[src/design/lci_pkg.sv]
// ----------------------------------------------------------------------------
// lci_pkg: shared widths, codes and types
// Widths cover every fraction-bit setting from 4 to 16.
// ----------------------------------------------------------------------------
package lci_pkg;

  localparam int AW       = 34;  // a = s^2 + m^2
  localparam int HW       = 34;  // h = cx*s - m*d
  localparam int EW       = 34;  // e = d*s + m*cx
  localparam int DW       = 64;  // discriminant
  localparam int RW       = 48;  // square root
  localparam int REMW     = 52;  // square root remainder
  localparam int NW       = 52;  // doubled, offset numerator
  localparam int QW       = 51;  // numerator magnitude and raw quotient
  localparam int DVW      = 34;  // divisor 2*a
  localparam int UW       = 44;  // rounded x before saturation
  localparam int ULO      = 22;  // low slice of x for the split multiply
  localparam int PW       = 60;  // slope * x product
  localparam int SQ_STEPS = 48;

  localparam logic [1:0] CNT_NONE    = 2'd0;
  localparam logic [1:0] CNT_TANGENT = 2'd1;
  localparam logic [1:0] CNT_SECANT  = 2'd2;

  typedef struct packed {
    logic [1:0]           cnt;
    logic signed [HW-1:0] h;
    logic [AW-1:0]        a;
    logic signed [15:0]   m;
    logic signed [15:0]   q;
  } lci_side_t;

  typedef struct packed {
    logic [1:0]         cnt;
    logic signed [15:0] m;
    logic signed [15:0] q;
  } lci_tail_t;

endpackage

[src/design/lci_back.sv]
// ----------------------------------------------------------------------------
// lci_back: y from x, saturation, and the output register
// Four stages: split multiply, product sum, rounding, offset and clamp.
// ----------------------------------------------------------------------------
module lci_back #(
  parameter int FRAC_BITS = 8
) (
  input  logic                           clk,
  input  logic                           rst_n,
  input  logic                           adv,
  input  logic                           in_valid,
  input  lci_pkg::lci_tail_t             tail_in,
  input  logic signed [lci_pkg::UW-1:0]  u_first,
  input  logic signed [lci_pkg::UW-1:0]  u_second,
  output logic                           out_valid,
  output logic [1:0]                     point_count,
  output logic signed [31:0]             first_x,
  output logic signed [31:0]             first_y,
  output logic signed [31:0]             second_x,
  output logic signed [31:0]             second_y
);

  localparam int UW  = lci_pkg::UW;
  localparam int ULO = lci_pkg::ULO;
  localparam int PW  = lci_pkg::PW;
  localparam int LW  = 16 + ULO + 1;
  localparam int HHW = 16 + UW - ULO;
  localparam logic signed [PW-1:0] HALF = PW'(1) <<< (FRAC_BITS - 1);

  function automatic logic [31:0] sat32(input logic signed [PW-1:0] v);
    logic [31:0] res;
    if ((&v[PW-1:31]) || !(|v[PW-1:31])) begin
      res = v[31:0];
    end else if (v[PW-1]) begin
      res = 32'h8000_0000;
    end else begin
      res = 32'h7fff_ffff;
    end
    return res;
  endfunction

  logic signed [UW-1:0] u_w [0:1];
  assign u_w[0] = u_first;
  assign u_w[1] = u_second;

  // B1
  logic signed [LW-1:0]  pl_nxt [0:1];
  logic signed [HHW-1:0] ph_nxt [0:1];
  logic                  v1_r;
  logic signed [LW-1:0]  pl1_r [0:1];
  logic signed [HHW-1:0] ph1_r [0:1];
  logic signed [UW-1:0]  u1_r  [0:1];
  lci_pkg::lci_tail_t    tail1_r;

  always_comb begin
    for (int l = 0; l < 2; l++) begin
      pl_nxt[l] = tail_in.m * $signed({1'b0, u_w[l][ULO-1:0]});
      ph_nxt[l] = tail_in.m * $signed(u_w[l][UW-1:ULO]);
    end
  end

  always_ff @(posedge clk) begin
    if (!rst_n) begin
      v1_r <= 1'b0;
    end else if (adv) begin
      v1_r <= in_valid;
    end
  end

  always_ff @(posedge clk) begin
    if (adv) begin
      pl1_r   <= pl_nxt;
      ph1_r   <= ph_nxt;
      u1_r    <= u_w;
      tail1_r <= tail_in;
    end
  end

  // B2
  logic                 v2_r;
  logic signed [PW-1:0] prod2_r [0:1];
  logic signed [UW-1:0] u2_r    [0:1];
  lci_pkg::lci_tail_t   tail2_r;

  always_ff @(posedge clk) begin
    if (!rst_n) begin
      v2_r <= 1'b0;
    end else if (adv) begin
      v2_r <= v1_r;
    end
  end

  always_ff @(posedge clk) begin
    if (adv) begin
      for (int l = 0; l < 2; l++) begin
        prod2_r[l] <= (PW'(ph1_r[l]) <<< ULO) + PW'(pl1_r[l]);
      end
      u2_r    <= u1_r;
      tail2_r <= tail1_r;
    end
  end

  // B3: round half up to Q16.16
  logic                 v3_r;
  logic signed [PW-1:0] t3_r [0:1];
  logic signed [UW-1:0] u3_r [0:1];
  lci_pkg::lci_tail_t   tail3_r;

  always_ff @(posedge clk) begin
    if (!rst_n) begin
      v3_r <= 1'b0;
    end else if (adv) begin
      v3_r <= v2_r;
    end
  end

  always_ff @(posedge clk) begin
    if (adv) begin
      for (int l = 0; l < 2; l++) begin
        t3_r[l] <= (prod2_r[l] + HALF) >>> FRAC_BITS;
      end
      u3_r    <= u2_r;
      tail3_r <= tail2_r;
    end
  end

  // B4: output register
  logic signed [PW-1:0] qy_w;
  logic signed [PW-1:0] y_w [0:1];
  logic                 none_w;
  logic                 v4_r;
  logic [1:0]           cnt4_r;
  logic [31:0]          x4_r [0:1];
  logic [31:0]          y4_r [0:1];

  always_comb begin
    qy_w   = PW'(tail3_r.q) <<< (16 - FRAC_BITS);
    none_w = tail3_r.cnt == lci_pkg::CNT_NONE;
    for (int l = 0; l < 2; l++) begin
      y_w[l] = qy_w + t3_r[l];
    end
  end

  always_ff @(posedge clk) begin
    if (!rst_n) begin
      v4_r <= 1'b0;
    end else if (adv) begin
      v4_r <= v3_r;
    end
  end

  always_ff @(posedge clk) begin
    if (adv) begin
      cnt4_r <= tail3_r.cnt;
      for (int l = 0; l < 2; l++) begin
        x4_r[l] <= none_w ? 32'd0 : sat32(PW'(u3_r[l]));
        y4_r[l] <= none_w ? 32'd0 : sat32(y_w[l]);
      end
    end
  end

  assign out_valid   = v4_r;
  assign point_count = cnt4_r;
  assign first_x     = $signed(x4_r[0]);
  assign first_y     = $signed(y4_r[0]);
  assign second_x    = $signed(x4_r[1]);
  assign second_y    = $signed(y4_r[1]);

endmodule

[config.mk]
export PLATFORM = sky130hd
export DESIGN_NAME = lci_back
export DESIGN_NICKNAME = d
export VERILOG_FILES = /design/src/design/lci_pkg.sv /design/src/design/lci_back.sv
export SDC_FILE = /design/constraint.sdc
export NUM_CORES = 2
export LEC_CHECK = 0
export BUFFER_PORTS_ARGS = -buffer_cell sky130_fd_sc_hd__buf_2
export CORE_AREA = 4 4 510 512
export CTS_CLUSTER_DIAMETER = 60
export DETAILED_ROUTE_END_ITERATION = 8
export DIE_AREA = 0 0 514 516
export GPL_ROUTABILITY_DRIVEN = 0
export SETUP_SLACK_MARGIN = 0.05
export SLEW_MARGIN = 20
export SYNTH_ARGS = -nofsm -noshare
export SYNTH_HDL_FRONTEND = slang
export SYNTH_SLANG_ARGS = --single-unit
[constraint.sdc]
create_clock -name clk -period 10.45 [get_ports clk]
set_input_delay 2.09 -clock clk [delete_from_list [all_inputs] [get_ports clk]]
set_output_delay 2.09 -clock clk [all_outputs]
set_load 0.05 [all_outputs]
=== Yosys cells after proc, flatten, opt, wreduce, memory -nomap -nowiden ===
Memories as Yosys holds them, arrays and structs flattened.
Index checks and enable logic that the tools add are counted.

* Bits in registers: 478
* Logic and storage cells: 70
* RAM bits: 368
* Output and inout bits: 131
* Input port bits: 126
* Memories: 4

{| class="wikitable"
|+ Memories
! name !! words !! width !! read ports !! clocked after Yosys merged registers in !! wr ports !! RTL line !! RTL
|-
| prod2_r || 2 || 60 || 2 || 0 || 2 || lci_back.sv:81 || <nowiki>logic signed [PW-1:0] prod2_r [0:1];</nowiki>
|-
| t3_r || 2 || 60 || 2 || 0 || 2 || lci_back.sv:105 || <nowiki>logic signed [PW-1:0] t3_r [0:1];</nowiki>
|-
| x4_r || 2 || 32 || 2 || 0 || 2 || lci_back.sv:133 || <nowiki>logic [31:0] x4_r [0:1];</nowiki>
|-
| y4_r || 2 || 32 || 2 || 0 || 2 || lci_back.sv:134 || <nowiki>logic [31:0] y4_r [0:1];</nowiki>
|}

* Multipliers: 4
* Reduce and logical (&&, ||, !) cells: 17
* $add $sub $neg: 6
* Multiplexer cells: 18

{| class="wikitable"
|+ Operator list
! operator !! count
|-
| 32-bit two-way mux || 16
|-
| 24-bit by 60-bit adder with 60-bit output || 2
|-
| 60-bit by 39-bit adder with 60-bit output || 2
|-
| 60-bit by 9-bit adder with 60-bit output, second input constant || 2
|-
| 16-bit by 23-bit multiplier with 39-bit output || 2
|-
| 16-bit by 22-bit multiplier with 38-bit output || 2
|-
| 29-bit AND reduction || 2
|-
| 29-bit OR reduction || 2
|-
| 13-bit AND reduction || 2
|-
| 13-bit OR reduction || 2
|-
| 1-bit logical NOT || 4
|-
| 1-bit logical OR || 4
|-
| 2-bit logical NOT || 1
|-
| 1-bit two-way mux || 2
|}

=== Depth between registers and ports, before layout ===
An unclocked memory read counts as a cell.

* Depth after elaboration: 8
* Mapped depth: 28
* Mapped depth without buffers: 26

=== Worst setup path before layout ===
Ideal clock, no wire load.

* Kind: input-to-reg
* From: input tail_in[18] in the netlist's numbering
* To: register pl1_r[77] in the netlist's numbering (data pin)
* Slack: 1.284 ns
* Cell stages on the path: 24
* Library setup time: 0.262 ns
* Arrival: 8.904 ns
* Data required time: 10.188 ns
* Buffers on the path: 3
* Cells stage by stage: clkbuf_1 > clkbuf_1 > clkbuf_1 > nand2_1 > fa_1 > fa_1 > fa_1 > fa_1 > inv_1 > fa_1 > fa_1 > ha_1 > a2111o_1 > o211ai_1 > nor2_1 > o211ai_1 > a21o_1 > a21oi_1 > o41a_1 > a221o_1 > a31o_2 > a2111oi_0 > o31ai_1 > xnor2_1

{| class="wikitable"
|+ RTL lines
! item !! RTL line !! RTL
|-
| start: declaration || lci_back.sv:12 || <nowiki>input lci_pkg::lci_tail_t tail_in,</nowiki>
|-
| end signal: assignment || lci_back.sv:72 || <nowiki>pl1_r <= pl_nxt;</nowiki>
|-
| end: declaration || lci_back.sv:50 || <nowiki>logic signed [LW-1:0] pl1_r [0:1];</nowiki>
|}

==> flow_summary.toml <==
[grt]
gr-max-usage-layer = "met2"
grtUsageMet1 = 0.224
use_met3 = 0.0304
first_global_vias = 60600
initial_antenna_violation_count = 48
global_route.usage.met2 = 0.270
grt_max_degree = 173
grt.overflow.total = 0
grt_util_all_layers = 0.166
wire_length_of_the_first_global_routing_pass_mm = 346

[floorplan]
start_util = 0.329
num_io_pins = 257
rows = 186
floorplan_die_height_um = 516
floorplan.die.width_um = 514
core-area_mm2 = 0.256
dieArea_mm2 = 0.265

[sta]
post-route-min-period_ps = 9120
worst_pin_slew_ps = 1130
setup_viol = 0
finalSetupTns_ps = 0
timing.final.hold_violations = 0
maxClockFrequency_mhz = 110
rsz0062_at_grt = "no"
finalClockSkew_ps = 44.5
hold_slack_final_ps = 414
final_min_period_over_clock_period = 0.872
worst_slew_margin_rel = 0.244
drv_slew = 0
worst_slack_ps = 1330

[hold_path]
worst_hold_startpoint = "tail2_r[3]"
hold_path_depth = 0
whs_endpoint = "qy_w[11]"
hold_class = "flop to flop"

[clock_network]
path_clk_slew_ps = 60
ctsRootBufferMaster = "clkbuf_16"
cts.htree.levels = 3
numCtsBuffers = 93
cts_tree = "yes"
cts_hold_repair.buffers = 0
cts_resized = 0
post-cts-setup-buffer-count = 0
cts.path.max_buffers = 3
clock_insertion_delay_at_the_later_pin_of_the_skew_report_ps = 730
cts.sinks = 802

[critical_path]
rr_startpoint = "qy_w[9]"
worst-r2r-cell-count = 14
setup.worst_path.end_class = "flop"
critical_path_class = "input pin to flop"
worstPathMaxFanout = 29
critical_path_at_ps = 9570
worst-endpoint-required_ps = 10900
ff2ff_setup_slack_ps = 4680
worstSetupStartpointType = "input pin"
r2r-end = "y4_r[0][14]"

[detailed_routing]
routedWlPerCell_um = 18.6
drc = 0
route.detailed.vias_per_inst = 4.81
total_routed_wirelength_mm = 218
drt-initial-drc-count = 3899
via_count = 56400
number_of_nets_with_antenna_violations_after_routing = 0
first_pass_drt_iterations = 6

[run]
cap_violations = 0

[synth]
post_synth_main_area_contributors = "fa_1 (30%), edfxtp_1 (29%), ha_1 (9.1%)"
post-synth-top-area-fraction = 0.298
synth_common_cells = "inv_1 (1584), fa_1 (1250), nand2_1 (986)"
synth_top_area_cell = "fa_1"
synth_area_mm2 = 0.0841
synth_edf_count = 798
synth_ff_type = "edfxtp_1"
ys_types = 88
synth.yosys.seq_area_share = 0.286
ys.warnings.count = 0
synth_fp_nets = 10100
synth-async-reset-ratio = 0
yosys.cell_count.top_type = "inv_1"
synth_cells = 8109
ys_seq_elements = 802
post_synth.cell_area_avg_um2 = 10.4

[placed_design]
place.detailed.hpwl_mm = 171
port_buffers = 256
placement.setup.worst_slack_ps = 594

[finish]
finalCoreUtilization = 0.361
post_route_cells_drive_above_1_share = 0.0681
final_nets = 10200
fillCellCount = 25200
area.growth.synth_to_final_pct = 9.90

[run_status]
status = "completed"
-- worst max path at each step --
stage          slack, ps        start   endpoint  cells after the start
2_1_floorplan       1280  tail_in[18]  pl1_r[77]                     24
3_3_place_gp         640  tail_in[20]  ph1_r[37]                     27
3_5_place_dp         590  tail_in[20]  ph1_r[37]                     27
4_1_cts             1340  tail_in[20]  ph1_r[37]                     27
5_1_grt              930  tail_in[20]  ph1_r[37]                     27
6_report            1330  tail_in[20]  ph1_r[37]                     27
-- kinds of logic (layout without fill, tap and decap cells) --
logic type,count (synthesis),in the layout,synth area share
compound gates,868,868,0.0673
xor+xnor,361,361,0.0376
simple gates,2314,2314,0.134
mux,16,16,0.00195
fa+ha+maj,1864,1864,0.389
flops,802,802,0.286
buf+inv,1884,2085,0.0846
other cells,0,21,0
-- routing by layer --
metal / vias to the layer above / wire (µm)
li1: 25900 / -
met1: 28500 / 95400
met2: 1602 / 101000
met3: 363 / 14500
met4: 18 / 7290
met5: - / 121
-- worst max-delay path, cell delays in order --
cell and delay (ps):
buf_2 470, buf_4 350, buf_4 350, and2_1 210, fa_1 390, inv_1 80, fa_1 420, inv_1 90
fa_1 420, ha_1 290, inv_1 50, fa_1 450, fa_1 490, inv_1 40, ha_1 360, and4_1 240
a211oi_1 180, o21ai_0 260, a2111oi_2 760, o211a_1 290, o31ai_1 120, or4_1 440, nand3_1 110, a31oi_1 110
a21o_1 200, a21oi_1 170, xnor2_1 100
-- registers in the layout (all words and copies together), names as in the netlist, 76 cells and up --
| name | count |
|---|---|
| ph1_r | 76 |
| prod2_r | 106 |
| t3_r | 104 |
| u1_r | 88 |
| u2_r | 88 |
| u3_r | 88 |
-- stage by stage --
stage,area [µm²],std cells
after global placement,89200,11500
final,92400,11700
after floorplan,84100,8109
after detailed placement,89200,11500
after global routing,92400,11700
after CTS,92300,11700
-- placed cells by master (no fill, tap or decap), types with 10 or more instances in the layout --
cell / netlist / routed
nor2b_1: 45 / 45
o21a_1: 33 / 33
inv_1: 1584 / 1584
a21o_1: 126 / 126
nand4_1: 60 / 60
xnor2_1: 250 / 250
buf_4: 0 / 63
clkinv_1: 1 / 10
nand2b_1: 64 / 63
nor2_1: 267 / 266
a31oi_1: 23 / 23
o21bai_1: 44 / 44
clkinvlp_4: 0 / 13
o21ai_2: 31 / 33
or3_1: 20 / 20
buf_2: 5 / 252
and2_1: 594 / 594
fa_1: 1250 / 1250
nand2_1: 986 / 986
nor4_1: 12 / 12
ha_1: 614 / 614
clkinv_2: 0 / 13
edfxtp_1: 798 / 798
and3_1: 46 / 46
or2_2: 19 / 19
clkbuf_16: 0 / 94
xor2_1: 111 / 111
buf_12: 0 / 13
nand3_1: 86 / 86
o21ai_0: 162 / 160
diode_2: 0 / 21
nor3_1: 75 / 75
o31ai_1: 12 / 12
and4_1: 17 / 17
a21oi_1: 277 / 277
mux2i_1: 13 / 13
a211oi_1: 35 / 35
o211ai_1: 14 / 14
-- final cells by class --
type                            count  area [µm²]  area share
Multi-Input combinational cell   5423       52900       0.573
Sequential cell                   802       24000       0.260
Inverter                         1585        5950      0.0644
Tap cell                         3384        4230      0.0458
Clock buffer                      102        2380      0.0258
Timing Repair Buffer              329        2010      0.0218
Clock inverter                     69         773     0.00837
Antenna cell                       21        52.6    0.000569
Power is not shown: default switching activity piles up to over one toggle a cycle in this logic, so the estimate is an artifact.
